### config.mk
export PLATFORM = sky130hd
export DESIGN_NAME = gray_quantize_row_pack
export DESIGN_NICKNAME = d
export VERILOG_FILES = /design/src/rtl/grqp_pkg.sv /design/src/rtl/grqp_front.sv /design/src/rtl/grqp_div.sv /design/src/rtl/grqp_back.sv /design/src/rtl/gray_quantize_row_pack.sv
export SDC_FILE = /design/constraint.sdc
export NUM_CORES = 1
export LEC_CHECK = 0
export BUFFER_PORTS_ARGS = -buffer_cell sky130_fd_sc_hd__buf_2
export CAP_MARGIN = 20
export CORE_ASPECT_RATIO = 0.7
export CORE_UTILIZATION = 52
export DETAILED_ROUTE_END_ITERATION = 8
export PLACE_DENSITY = 0.69
export SYNTH_ARGS = -nofsm -noshare
export SYNTH_HDL_FRONTEND = slang
export SYNTH_SLANG_ARGS = --single-unit
### constraint.sdc
create_clock -name clk -period 19.8 [get_ports clk]
set_input_delay 0 -clock clk [delete_from_list [all_inputs] [get_ports clk]]
set_output_delay 0 -clock clk [all_outputs]
set_load 0.01 [all_outputs]
### src/rtl/grqp_pkg.sv
package grqp_pkg;

    localparam int SUM_W          = 34;
    localparam int PIX_W          = 10;
    localparam int THR_W          = 10;
    localparam int CFG_W          = 13;
    localparam int DEF_MAX_WIDTH  = 4096;
    localparam int DEF_MAX_HEIGHT = 4096;
    localparam int QUEUE_DEPTH    = 4;

    localparam logic [1:0] MODE_1BIT = 2'd0;
    localparam logic [1:0] MODE_4BIT = 2'd1;

    localparam logic [1:0] REG_DEPTH_MODE   = 2'd0;
    localparam logic [1:0] REG_IMAGE_WIDTH  = 2'd1;
    localparam logic [1:0] REG_IMAGE_HEIGHT = 2'd2;

    typedef struct packed {
        logic       cmd;
        logic [7:0] red;
        logic [7:0] green;
        logic [7:0] blue;
    } in_item_t;

    typedef struct packed {
        logic [7:0] out_byte;
        logic       is_padding;
        logic       row_done;
        logic       image_done;
    } out_item_t;

    // queued item: command plus r+g+b
    typedef struct packed {
        logic             cmd;
        logic [PIX_W-1:0] pix_sum;
    } q_entry_t;

    typedef struct packed {
        logic             done;
        logic [SUM_W-1:0] quotient;
    } div_res_t;

endpackage

### src/rtl/grqp_front.sv
module grqp_front (
    input  logic               clk,
    input  logic               rst_n,
    input  logic               in_valid,
    output logic               in_stall,
    input  grqp_pkg::in_item_t in_item,
    output grqp_pkg::q_entry_t head,
    output logic               head_valid,
    input  logic               pop
);
    import grqp_pkg::*;

    localparam int PW = (QUEUE_DEPTH > 1) ? $clog2(QUEUE_DEPTH) : 1;

    q_entry_t         mem_reg [QUEUE_DEPTH];
    logic [PW-1:0]    wr_ptr_reg, wr_ptr_next;
    logic [PW-1:0]    rd_ptr_reg, rd_ptr_next;
    logic [PW:0]      count_reg, count_next;
    logic             push;
    q_entry_t         entry;

    assign in_stall   = (count_reg == (PW+1)'(QUEUE_DEPTH));
    assign push       = in_valid && !in_stall;
    assign head_valid = (count_reg != '0);
    assign head       = mem_reg[rd_ptr_reg];

    always_comb
    begin
        entry.cmd     = in_item.cmd;
        entry.pix_sum = PIX_W'(in_item.red) + PIX_W'(in_item.green) + PIX_W'(in_item.blue);
    end

    always_comb
    begin
        wr_ptr_next = wr_ptr_reg;
        rd_ptr_next = rd_ptr_reg;
        count_next  = count_reg;
        if (push)
        begin
            wr_ptr_next = (wr_ptr_reg == PW'(QUEUE_DEPTH - 1)) ? '0 : wr_ptr_reg + 1'b1;
        end
        if (pop)
        begin
            rd_ptr_next = (rd_ptr_reg == PW'(QUEUE_DEPTH - 1)) ? '0 : rd_ptr_reg + 1'b1;
        end
        unique case ({push, pop})
            2'b10:   count_next = count_reg + 1'b1;
            2'b01:   count_next = count_reg - 1'b1;
            default: count_next = count_reg;
        endcase
    end

    always_ff @(posedge clk or negedge rst_n)
    begin
        if (!rst_n)
        begin
            wr_ptr_reg <= '0;
            rd_ptr_reg <= '0;
            count_reg  <= '0;
        end
        else
        begin
            wr_ptr_reg <= wr_ptr_next;
            rd_ptr_reg <= rd_ptr_next;
            count_reg  <= count_next;
        end
    end

    always_ff @(posedge clk)
    begin
        if (push)
        begin
            mem_reg[wr_ptr_reg] <= entry;
        end
    end

endmodule

### src/rtl/grqp_div.sv
module grqp_div #(
    parameter int DEN_W = 26
) (
    input  logic                       clk,
    input  logic                       rst_n,
    input  logic                       start,
    input  logic [grqp_pkg::SUM_W-1:0] dividend,
    input  logic [DEN_W-1:0]           divisor,
    output grqp_pkg::div_res_t         res
);
    import grqp_pkg::*;

    localparam int CNT_W = $clog2(SUM_W);

    logic               busy_reg, busy_next;
    logic               done_reg, done_next;
    logic [CNT_W-1:0]   cnt_reg, cnt_next;
    logic [DEN_W-1:0]   rem_reg, rem_next;
    logic [DEN_W-1:0]   den_reg, den_next;
    logic [SUM_W-1:0]   dq_reg, dq_next;
    logic [DEN_W:0]     trial;
    logic               ge;

    // restoring division, one quotient bit per cycle; dq holds the
    // dividend bits still to come on top and the quotient bits below
    assign trial = {rem_reg, dq_reg[SUM_W-1]};
    assign ge    = (trial >= {1'b0, den_reg});

    always_comb
    begin
        busy_next = busy_reg;
        done_next = 1'b0;
        cnt_next  = cnt_reg;
        rem_next  = rem_reg;
        den_next  = den_reg;
        dq_next   = dq_reg;
        if (start)
        begin
            busy_next = 1'b1;
            cnt_next  = '0;
            rem_next  = '0;
            den_next  = divisor;
            dq_next   = dividend;
        end
        else if (busy_reg)
        begin
            rem_next = ge ? DEN_W'(trial - {1'b0, den_reg}) : DEN_W'(trial);
            dq_next  = {dq_reg[SUM_W-2:0], ge};
            cnt_next = cnt_reg + 1'b1;
            if (cnt_reg == CNT_W'(SUM_W - 1))
            begin
                busy_next = 1'b0;
                done_next = 1'b1;
            end
        end
    end

    always_ff @(posedge clk or negedge rst_n)
    begin
        if (!rst_n)
        begin
            busy_reg <= 1'b0;
            done_reg <= 1'b0;
            cnt_reg  <= '0;
        end
        else
        begin
            busy_reg <= busy_next;
            done_reg <= done_next;
            cnt_reg  <= cnt_next;
        end
    end

    always_ff @(posedge clk)
    begin
        rem_reg <= rem_next;
        den_reg <= den_next;
        dq_reg  <= dq_next;
    end

    assign res.done     = done_reg;
    assign res.quotient = dq_reg;

endmodule

### src/rtl/grqp_back.sv
module grqp_back #(
    parameter int MAX_WIDTH  = grqp_pkg::DEF_MAX_WIDTH,
    parameter int MAX_HEIGHT = grqp_pkg::DEF_MAX_HEIGHT,
    localparam int CW = ($clog2(MAX_WIDTH + 1) < grqp_pkg::CFG_W) ?
                        $clog2(MAX_WIDTH + 1) : grqp_pkg::CFG_W,
    localparam int RW = ($clog2(MAX_HEIGHT + 1) < grqp_pkg::CFG_W) ?
                        $clog2(MAX_HEIGHT + 1) : grqp_pkg::CFG_W
) (
    input  logic                       clk,
    input  logic                       rst_n,
    input  grqp_pkg::q_entry_t         head,
    input  logic                       head_valid,
    output logic                       pop,
    input  logic [1:0]                 depth_mode,
    input  logic [grqp_pkg::CFG_W-1:0] image_width,
    input  logic [grqp_pkg::CFG_W-1:0] image_height,
    output logic                       div_start,
    output logic [grqp_pkg::SUM_W-1:0] div_dividend,
    output logic [CW+RW-1:0]           div_divisor,
    input  grqp_pkg::div_res_t         div_res,
    output logic                       out_valid,
    input  logic                       out_stall,
    output grqp_pkg::out_item_t        out_item
);
    import grqp_pkg::*;

    // round(s/51) = (2s+51)/102 and round(s/3) = (2s+3)/6 by reciprocal
    localparam int Q4_MUL   = 2571;
    localparam int Q4_SHIFT = 18;
    localparam int Q8_MUL   = 10923;
    localparam int Q8_SHIFT = 16;

    typedef enum logic [2:0] {
        ST_RUN = 3'b001,
        ST_DIV = 3'b010,
        ST_PAD = 3'b100
    } back_state_t;

    back_state_t      state_reg, state_next;
    logic [SUM_W-1:0] sum_reg, sum_next;
    logic [THR_W-1:0] thr_reg, thr_next;
    logic             thr_valid_reg, thr_valid_next;
    logic [CW-1:0]    col_reg, col_next;
    logic [RW-1:0]    row_reg, row_next;
    logic [7:0]       pack_reg, pack_next;
    logic [2:0]       pos_reg, pos_next;
    logic [1:0]       pad_cnt_reg, pad_cnt_next;
    logic             pad_img_reg, pad_img_next;
    logic             out_valid_reg, out_valid_next;
    out_item_t        out_item_reg, out_item_next;

    logic [CW-1:0]    w;
    logic [RW-1:0]    h;
    logic [2:0]       last_slot;
    logic [2:0]       slot;
    logic [10:0]      x4, x8;
    logic [22:0]      p4;
    logic [24:0]      p8;
    logic [3:0]       v4;
    logic [7:0]       v8;
    logic [7:0]       val_shifted;
    logic [7:0]       new_byte;
    logic [CW:0]      col_inc;
    logic [RW:0]      row_inc;
    logic [CW:0]      w_round8;
    logic [CW:0]      w_round2;
    logic [1:0]       bytes_lo;
    logic [1:0]       pad;
    logic             row_end;
    logic             img_end;
    logic             emit;
    logic             out_free;
    logic             out_load;

    always_comb
    begin
        if (image_width == '0)
            w = CW'(1);
        else if (32'(image_width) > MAX_WIDTH)
            w = CW'(MAX_WIDTH);
        else
            w = CW'(image_width);
        if (image_height == '0)
            h = RW'(1);
        else if (32'(image_height) > MAX_HEIGHT)
            h = RW'(MAX_HEIGHT);
        else
            h = RW'(image_height);
    end

    assign div_dividend = sum_reg;
    assign div_divisor  = (CW+RW)'(w) * (CW+RW)'(h);

    assign x4 = 11'({head.pix_sum, 1'b0}) + 11'd51;
    assign x8 = 11'({head.pix_sum, 1'b0}) + 11'd3;
    assign p4 = 23'(x4) * 23'(Q4_MUL);
    assign p8 = 25'(x8) * 25'(Q8_MUL);
    assign v4 = p4[Q4_SHIFT +: 4];
    assign v8 = p8[Q8_SHIFT +: 8];

    assign w_round8 = {1'b0, w} + (CW+1)'(7);
    assign w_round2 = {1'b0, w} + (CW+1)'(1);

    always_comb
    begin
        unique case (depth_mode)
            MODE_1BIT:
            begin
                last_slot = 3'd7;
                bytes_lo  = w_round8[4:3];
            end
            MODE_4BIT:
            begin
                last_slot = 3'd1;
                bytes_lo  = w_round2[2:1];
            end
            default:
            begin
                last_slot = 3'd0;
                bytes_lo  = w[1:0];
            end
        endcase
        // a position left past the last slot by a mode change closes the byte
        slot = (pos_reg < last_slot) ? pos_reg : last_slot;
        unique case (depth_mode)
            MODE_1BIT:
                val_shifted = (head.pix_sum > thr_reg) ? (8'd1 << (3'd7 - slot)) : 8'd0;
            MODE_4BIT:
                val_shifted = (slot == 3'd0) ? {v4, 4'd0} : {4'd0, v4};
            default:
                val_shifted = v8;
        endcase
    end

    assign new_byte = pack_reg | val_shifted;
    assign col_inc  = {1'b0, col_reg} + 1'b1;
    assign row_inc  = {1'b0, row_reg} + 1'b1;
    assign row_end  = (col_inc >= {1'b0, w});
    assign img_end  = row_end && (row_inc >= {1'b0, h});
    assign emit     = (slot == last_slot) || row_end;
    assign pad      = 2'(2'd0 - bytes_lo);
    assign out_free = !out_valid_reg || !out_stall;

    always_comb
    begin
        state_next     = state_reg;
        sum_next       = sum_reg;
        thr_next       = thr_reg;
        thr_valid_next = thr_valid_reg;
        col_next       = col_reg;
        row_next       = row_reg;
        pack_next      = pack_reg;
        pos_next       = pos_reg;
        pad_cnt_next   = pad_cnt_reg;
        pad_img_next   = pad_img_reg;
        out_item_next  = out_item_reg;
        out_load       = 1'b0;
        pop            = 1'b0;
        div_start      = 1'b0;

        unique case (state_reg)
            ST_RUN:
            begin
                if (head_valid)
                begin
                    if (!head.cmd)
                    begin
                        sum_next = sum_reg + SUM_W'(head.pix_sum);
                        pop      = 1'b1;
                    end
                    else if (!thr_valid_reg)
                    begin
                        // first pack item of the frame: latch the mean, item waits
                        div_start  = 1'b1;
                        state_next = ST_DIV;
                    end
                    else if (out_free)
                    begin
                        pop = 1'b1;
                        if (emit)
                        begin
                            out_load                 = 1'b1;
                            out_item_next.out_byte   = new_byte;
                            out_item_next.is_padding = 1'b0;
                            out_item_next.row_done   = row_end && (pad == 2'd0);
                            out_item_next.image_done = img_end && (pad == 2'd0);
                            pack_next                = 8'd0;
                            pos_next                 = 3'd0;
                        end
                        else
                        begin
                            pack_next = new_byte;
                            pos_next  = slot + 1'b1;
                        end
                        if (row_end)
                        begin
                            col_next = '0;
                            if (img_end)
                            begin
                                row_next       = '0;
                                sum_next       = '0;
                                thr_next       = '0;
                                thr_valid_next = 1'b0;
                            end
                            else
                            begin
                                row_next = RW'(row_inc);
                            end
                            if (pad != 2'd0)
                            begin
                                pad_cnt_next = pad;
                                pad_img_next = img_end;
                                state_next   = ST_PAD;
                            end
                        end
                        else
                        begin
                            col_next = CW'(col_inc);
                        end
                    end
                end
            end
            ST_DIV:
            begin
                if (div_res.done)
                begin
                    thr_next = (|div_res.quotient[SUM_W-1:THR_W]) ?
                               {THR_W{1'b1}} : div_res.quotient[THR_W-1:0];
                    thr_valid_next = 1'b1;
                    state_next     = ST_RUN;
                end
            end
            ST_PAD:
            begin
                if (out_free)
                begin
                    out_load                 = 1'b1;
                    out_item_next.out_byte   = 8'd0;
                    out_item_next.is_padding = 1'b1;
                    out_item_next.row_done   = (pad_cnt_reg == 2'd1);
                    out_item_next.image_done = pad_img_reg && (pad_cnt_reg == 2'd1);
                    pad_cnt_next             = pad_cnt_reg - 1'b1;
                    if (pad_cnt_reg == 2'd1)
                    begin
                        state_next = ST_RUN;
                    end
                end
            end
            default:
            begin
                state_next = ST_RUN;
            end
        endcase

        if (out_load)
            out_valid_next = 1'b1;
        else if (!out_stall)
            out_valid_next = 1'b0;
        else
            out_valid_next = out_valid_reg;
    end

    always_ff @(posedge clk or negedge rst_n)
    begin
        if (!rst_n)
        begin
            state_reg     <= ST_RUN;
            sum_reg       <= '0;
            thr_reg       <= '0;
            thr_valid_reg <= 1'b0;
            col_reg       <= '0;
            row_reg       <= '0;
            pack_reg      <= '0;
            pos_reg       <= '0;
            pad_cnt_reg   <= '0;
            pad_img_reg   <= 1'b0;
            out_valid_reg <= 1'b0;
        end
        else
        begin
            state_reg     <= state_next;
            sum_reg       <= sum_next;
            thr_reg       <= thr_next;
            thr_valid_reg <= thr_valid_next;
            col_reg       <= col_next;
            row_reg       <= row_next;
            pack_reg      <= pack_next;
            pos_reg       <= pos_next;
            pad_cnt_reg   <= pad_cnt_next;
            pad_img_reg   <= pad_img_next;
            out_valid_reg <= out_valid_next;
        end
    end

    always_ff @(posedge clk)
    begin
        out_item_reg <= out_item_next;
    end

    assign out_valid = out_valid_reg;
    assign out_item  = out_item_reg;

endmodule

### src/rtl/gray_quantize_row_pack.sv
// A byte-closing pixel item passes the FIFO and then the output register to show its byte.
// Throughput: one item per cycle unless the output stalls or a divide or pad burst runs;
// items queue in a 4-entry FIFO ahead of the packer. The first pack item of a frame waits
// while the 34-step serial divider forms the mean; a row end adds 0 to 3 pad bytes.
// Reset: control state clears at once, config returns to mode 0, width 1, height 1.
module gray_quantize_row_pack #(
    parameter int MAX_WIDTH  = grqp_pkg::DEF_MAX_WIDTH,
    parameter int MAX_HEIGHT = grqp_pkg::DEF_MAX_HEIGHT
) (
    input  logic                       clk,
    input  logic                       rst_n,
    input  logic                       in_valid,
    output logic                       in_stall,
    input  grqp_pkg::in_item_t         in_item,
    output logic                       out_valid,
    input  logic                       out_stall,
    output grqp_pkg::out_item_t        out_item,
    input  logic                       cfg_valid,
    output logic                       cfg_ready,
    input  logic [1:0]                 cfg_index,
    input  logic [grqp_pkg::CFG_W-1:0] cfg_data
);
    import grqp_pkg::*;

    localparam int CW = ($clog2(MAX_WIDTH + 1) < CFG_W) ? $clog2(MAX_WIDTH + 1) : CFG_W;
    localparam int RW = ($clog2(MAX_HEIGHT + 1) < CFG_W) ? $clog2(MAX_HEIGHT + 1) : CFG_W;

    logic [1:0]       mode_reg, mode_next;
    logic [CFG_W-1:0] width_reg, width_next;
    logic [CFG_W-1:0] height_reg, height_next;

    q_entry_t         head;
    logic             head_valid;
    logic             pop;
    logic             div_start;
    logic [SUM_W-1:0] div_dividend;
    logic [CW+RW-1:0] div_divisor;
    div_res_t         div_res;

    assign cfg_ready = 1'b1;

    always_comb
    begin
        mode_next   = mode_reg;
        width_next  = width_reg;
        height_next = height_reg;
        if (cfg_valid && cfg_ready)
        begin
            unique case (cfg_index)
                REG_DEPTH_MODE:   mode_next   = cfg_data[1:0];
                REG_IMAGE_WIDTH:  width_next  = cfg_data;
                REG_IMAGE_HEIGHT: height_next = cfg_data;
                default:          mode_next   = mode_reg;
            endcase
        end
    end

    always_ff @(posedge clk or negedge rst_n)
    begin
        if (!rst_n)
        begin
            mode_reg   <= MODE_1BIT;
            width_reg  <= CFG_W'(1);
            height_reg <= CFG_W'(1);
        end
        else
        begin
            mode_reg   <= mode_next;
            width_reg  <= width_next;
            height_reg <= height_next;
        end
    end

    grqp_front u_front (
        .clk        (clk),
        .rst_n      (rst_n),
        .in_valid   (in_valid),
        .in_stall   (in_stall),
        .in_item    (in_item),
        .head       (head),
        .head_valid (head_valid),
        .pop        (pop)
    );

    grqp_div #(
        .DEN_W (CW + RW)
    ) u_div (
        .clk      (clk),
        .rst_n    (rst_n),
        .start    (div_start),
        .dividend (div_dividend),
        .divisor  (div_divisor),
        .res      (div_res)
    );

    grqp_back #(
        .MAX_WIDTH  (MAX_WIDTH),
        .MAX_HEIGHT (MAX_HEIGHT)
    ) u_back (
        .clk          (clk),
        .rst_n        (rst_n),
        .head         (head),
        .head_valid   (head_valid),
        .pop          (pop),
        .depth_mode   (mode_reg),
        .image_width  (width_reg),
        .image_height (height_reg),
        .div_start    (div_start),
        .div_dividend (div_dividend),
        .div_divisor  (div_divisor),
        .div_res      (div_res),
        .out_valid    (out_valid),
        .out_stall    (out_stall),
        .out_item     (out_item)
    );

endmodule

==> results of run 1 <==
cell type report:
type                    count  area, sq um  area share (%)
clock buffers              37          776            2.90
repair buffers             99          703            2.63
flip-flops and latches    273         7280            27.2
inverters                 369         1390            5.17
well taps                 612          766            2.86
clock inverters            15          210           0.785
multi-input cells        1868        15600            58.5
per-stage QoR:
step | setup slack, ns | hold WS (ns)
CTS | 11.70 | 0.0279
floorplan | 12.58 | -0.296
finish | 11.70 | 0.0452
global route | 11.14 | 0.0662
detailed placement | 11.80 | 0.0244
global placement | 12.07 | 0.0163
cell families after synthesis:
group	after synthesis	synth area share, %
buf+inv	454	6.99
fa+ha+maj	494	30.3
simple gates	756	14.0
other cells	1	0.0152
compound gates	421	11.1
flops	273	29.5
xor+xnor	133	4.73
mux	63	3.26
worst paths after layout:
check	cells past startpoint	to	slack (ns)
hold reg to reg	2	u_div.rem_reg[15]$_SDFFE_PP0P_	0.49
hold / removal	4	u_front.mem_reg[2][8]$_DFFE_PP_	0.05
min in group asynchronous	3	width_reg[0]$_DFFE_PN1P_	0.49
max in group asynchronous	4	u_div.cnt_reg[1]$_DFFE_PN0P_	18.30
setup reg to reg	23	u_back.out_item[9]$_SDFFCE_PP0P_	11.70
setup / recovery	23	u_back.out_item[9]$_SDFFCE_PP0P_	11.70
worst min-delay path, cell delays in order:
cell and delay [ns]:
buf_2 0.07, ha_1 0.13, a21oi_1 0.06, xor2_1 0.20
placed cells by master (no fill, tap or decap), types with 26 or more instances in the layout:
| cell | netlist | layout |
|---|---|---|
| a211oi_1 | 27 | 27 |
| a21o_1 | 34 | 34 |
| a21oi_1 | 101 | 101 |
| buf_2 | 5 | 56 |
| clkbuf_16 | 0 | 29 |
| dfrtp_1 | 129 | 129 |
| dfxtp_1 | 26 | 26 |
| dlygate4sd3_1 | 0 | 29 |
| edfxtp_1 | 115 | 115 |
| fa_1 | 172 | 172 |
| ha_1 | 322 | 322 |
| inv_1 | 363 | 363 |
| mux2_2 | 29 | 29 |
| nand2_1 | 319 | 319 |
| nand3_1 | 37 | 37 |
| nor2_1 | 186 | 186 |
| nor2b_1 | 33 | 33 |
| o21ai_0 | 109 | 109 |
| o31ai_1 | 27 | 27 |
| xnor2_1 | 84 | 84 |
| xor2_1 | 49 | 49 |
what timing repair did:
action / in CTS / in global routing
endpoints found under the setup margin: 0 / 0
resized for setup: 0 / 0
hold buffers: 30 / 0
endpoints found under the hold margin: 131 / 0
per-layer routing:
| metal | global-route usage, % | vias to the layer above | wire length (um) |
|---|---|---|---|
| li1 | - | 8817 | - |
| met1 | 36.1 | 8955 | 28000 |
| met2 | 35.7 | 487 | 24000 |
| met3 | 4.25 | 82 | 3830 |
| met4 | 5.91 | 0 | 1260 |
| met5 | 0 | - | 0 |
==> out/qor.txt, run 1 <==
status = complete, no violations
Synth Flop Type = dfrtp_1
post-synth top area share = 16.3%
distinct cell type count after synthesis = 82
crit end category = register
Slew headroom = 27.8%
# H-tree levels = 1
die height = 184 um
via count = 18341
crit path cell chain = mux4_2 > ha_1 > and2_1 > nand3_1 > nor2_1 > xor2_1 > ha_1 > inv_1 > fa_1 > fa_1 > fa_1 > inv_1 > fa_1 > ha_1 > nand4_1 > a211oi_1 > or4_1 > a41oi_1 > o21ai_0 > or4b_1 > o21ai_0 > a221o_1 > and2_1
final setup vio count = 0
Post-synth ARST share = 48.4%
Congestion Overflow GR = 0
Final min period = 8.10 ns
DRC = 0
Arr. time, crit path = 8.52 ns
CP Launch Point = u_front.rd_ptr_reg[0]$_DFFE_PN0P_
die width = 262 um
Hold Fails Final Rpt = 0
Worst Max-Slew Pin Slew = 1.08 ns
Detail Route Antenna Nets = 0
most used cell, CP = fa_1
r2r startpoint = u_front.rd_ptr_reg[0]$_DFFE_PN0P_
clk buf depth = 3
Synth Warn # = 0
clk root buf = clkbuf_16
first-pass GRT wire length = 94400 um
EDFF count, synth = 115
unrepaired setup endpoints after global routing = false
Worst-path clk slew = 0.07 ns
skew final = 0.0618 ns
Setup CP Type = register to register
die area = 48300 sq um
Finished Layout Cells = 3273
sequential share of the synthesized area = 29.5%
WP buf/inv = 2
FMAX = 124 MHz
Syn Area/Cell = 9.50 sq um
synthesized area = 24600 sq um
Starting DRT DRC Count = 1408
# IOs = 59
Final Max Tran Viols = 0
CTS sink cnt = 273
crit share post-route = 40.9%
CTS tree = yes
vias per std cell = 5.60
vias in the first global route = 18314
# fillers = 4039
Largest register FFs = 44
delay-heaviest family, CP = adder cells
drt total wl = 57100 um
Net Count, Synth = 3134
CTS buffer count = 28
Yosys reg bits = 273
share of cells above drive strength 1 = 7.18%
placement row count = 66
Area after DPL = 25500 sq um
min-delay worst type = input pin to register
Area Overhead vs Synth = 8.60%
post-DP HPWL = 43800 um
average wire per standard cell = 17.5 um
largest net degree at the start of global routing = 71
CP Max Fanout = 14
max-cap viol count = 0
GR Util All Layers = 24.0%
port bufs = 57
nets = 3178
most frequent cell after synthesis = inv_1
placed insts = 3190
Post-CTS Setup Inserts = 0
cell count after synthesis = 2595
antenna cells = 0
core region area = 46600 sq um
area leader, netlist = ha_1
Crit-path slowest cell = dfrtp_1
Hold Crit Start = in_item[23]
Starting Density = 52.9%
initial antenna violation count = 0
routability congestion estimate = 0.906
Setup crit start kind = register
main area contributors after synthesis = ha_1, edfxtp_1, fa_1
Final Cell Area = 26800 sq um
Post-synth top cells = inv_1, ha_1, nand2_1
setup TNS = 0 ns
CP max stage delay = 0.84 ns
end-of-flow core utilization = 57.5%
router iterations before antenna repair = 7
clk_lat worst skew = 0.60 ns
worst path required time = 20.22 ns
Power of run 1 is not shown: default switching activity piles up to over one toggle a cycle in this logic, so the estimate is an artifact.
==> run 2, diff against run 1 <==
Settings changed: PLACE_DENSITY 0.69 to 0.72.
Clock period 19.8 ns to 6.7 ns, I/O delays scaled along.
==> out/qor.txt, run 2 (synthesized netlist as in run 1, its figures left out) <==
status = complete, no violations (unchanged)
Area after DPL = 25800 sq um (was 25500 sq um)
antenna cells = 0 (unchanged)
GR Util All Layers = 24.1% (was 24.0%)
Area Overhead vs Synth = 11.2% (was 8.60%)
end-of-flow core utilization = 58.8% (was 57.5%)
placed insts = 3235 (was 3190)
largest net degree at the start of global routing = 67 (was 71)
die width = 262 um (unchanged)
die area = 48300 sq um (unchanged)
Setup CP Type = register to register (unchanged)
routability congestion estimate = 0.935 (was 0.906)
placement row count = 66 (unchanged)
DRC = 0 (unchanged)
core region area = 46600 sq um (unchanged)
Slew headroom = 37.7% (was 27.8%)
Final Cell Area = 27400 sq um (was 26800 sq um)
crit share post-route = 98.1% (was 40.9%)
Starting Density = 52.9% (unchanged)
Worst Max-Slew Pin Slew = 0.935 ns (was 1.08 ns)
nets = 3240 (was 3178)
vias per std cell = 5.63 (was 5.60)
worst path required time = 7.15 ns (was 20.22 ns)
# fillers = 3909 (was 4039)
router iterations before antenna repair = 6 (was 7)
Worst-path clk slew = 0.06 ns (was 0.07 ns)
die height = 184 um (unchanged)
Final Max Tran Viols = 0 (unchanged)
final setup vio count = 0 (unchanged)
most frequent cells in the layout = inv_1, nand2_1, ha_1, nor2_1, fa_1 (was inv_1, ha_1, nand2_1, nor2_1, fa_1)
via count = 18792 (was 18341)
setup TNS = 0 ns (unchanged)
# H-tree levels = 1 (unchanged)
Hold Fails Final Rpt = 0 (unchanged)
initial antenna violation count = 0 (unchanged)
Arr. time, crit path = 7.02 ns (was 8.52 ns)
CP Max Fanout = 4 (was 14)
FMAX = 152 MHz (was 124 MHz)
port bufs = 57 (unchanged)
crit end category = register (unchanged)
CTS tree = yes (unchanged)
share of cells above drive strength 1 = 10.5% (was 7.18%)
average wire per standard cell = 17.5 um (about the same)
Largest register FFs = 44 (unchanged)
clk_lat worst skew = 0.59 ns (was 0.60 ns)
Finished Layout Cells = 3336 (was 3273)
Detail Route Antenna Nets = 0 (unchanged)
vias in the first global route = 18565 (was 18314)
Congestion Overflow GR = 0 (unchanged)
CTS buffer count = 29 (was 28)
max-cap viol count = 0 (unchanged)
commonest non-fill, non-tap cell in the layout = inv_1 (unchanged)
clk buf depth = 3 (unchanged)
first-pass GRT wire length = 94700 um (was 94400 um)
Starting DRT DRC Count = 1415 (was 1408)
drt total wl = 58500 um (was 57100 um)
# IOs = 59 (unchanged)
post-DP HPWL = 45300 um (was 43800 um)
CTS sink cnt = 273 (unchanged)
Setup crit start kind = register (unchanged)
Final min period = 6.57 ns (was 8.10 ns)
clk root buf = clkbuf_16 (unchanged)
skew final = 0.0262 ns (was 0.0618 ns)
min-delay worst type = input pin to register (unchanged)
==> run 2: cell types whose count changed in the layout (fill, tap and decap cells not counted), moves of 4 or more <==
cell	delta
ha_4	+4
ha_1	-4
buf_4	+59
inv_2	+4
xor2_2	+5
xor2_1	-5
inv_1	-4
==> run 2: stage by stage <==
stage	setup WS (ns)	hold WS, ns
after floorplan	0.0215	-0.296
after global placement	0.0405	0.0343
after detailed placement	-0.167	0.0381
after CTS	0.00658	0.0152
after global routing	-0.0182	0.0637
final	0.127	0.0352
==> run 2: final cells by class <==
| class | instances | area [sq um] | area share, % |
|---|---|---|---|
| Multi-Input combinational cell | 1868 | 15800 | 57.8 |
| Clock inverter | 17 | 180 | 0.658 |
| Inverter | 369 | 1390 | 5.06 |
| Timing Repair Buffer | 160 | 1150 | 4.21 |
| Tap cell | 612 | 766 | 2.79 |
| Clock buffer | 37 | 787 | 2.87 |
| Sequential cell | 273 | 7280 | 26.6 |
==> run 2: layer usage <==
metal / wire length (um) / track usage, %
met5: 0 / 0
met4: 744 / 4.02
met3: 4320 / 4.40
met2: 25600 / 37.2
met1: 27800 / 35.7
==> run 2: path summary, 6_finish.rpt <==
kind / startpoint / to / slack, ns / depth (start not counted)
worst max-delay path: u_front.rd_ptr_reg[0]$_DFFE_PN0P_ / u_back.out_item[9]$_SDFFCE_PP0P_ / 0.13 / 23
worst min-delay path: in_item[3] / u_front.mem_reg[1][3]$_DFFE_PP_ / 0.04 / 3
worst max register to register: u_front.rd_ptr_reg[0]$_DFFE_PN0P_ / u_back.out_item[9]$_SDFFCE_PP0P_ / 0.13 / 23
worst min register to register: u_div.rem_reg[25]$_SDFFE_PP0P_ / u_div.rem_reg[25]$_SDFFE_PP0P_ / 0.48 / 2
max in group asynchronous: rst_n / u_front.rd_ptr_reg[0]$_DFFE_PN0P_ / 4.85 / 4
min in group asynchronous: rst_n / u_back.div_dividend[23]$_DFFE_PN0P_ / 0.52 / 3
==> run 2: repair_timing <==
| item | 4_1_cts | 5_1_grt |
|---|---|---|
| hold buffers | 29 | 0 |
| pin swaps | 2 | 15 |
| resized for setup | 7 | 32 |
| setup endpoints to repair | 3 | 17 |
| setup buffers | 6 | 10 |
| cloned | 0 | 0 |
| hold endpoints to repair | 130 | 0 |
==> run 2: critical path, cell delays in order, from the launching register on <==
cell	delay, ns
dfrtp_2	0.45
buf_4	0.17
mux4_2	0.38
and3_4	0.23
nand3_4	0.09
nor2_1	0.20
xor2_2	0.28
ha_1	0.29
inv_1	0.08
fa_1	0.45
fa_1	0.49
fa_1	0.51
inv_1	0.06
fa_1	0.47
ha_1	0.32
nand4_1	0.12
a211oi_1	0.05
or4_4	0.57
a41oi_4	0.19
o21ai_4	0.09
or4b_1	0.53
o21ai_1	0.09
a221o_1	0.20
and2_1	0.13
Power of run 2 is left out for the same reason.
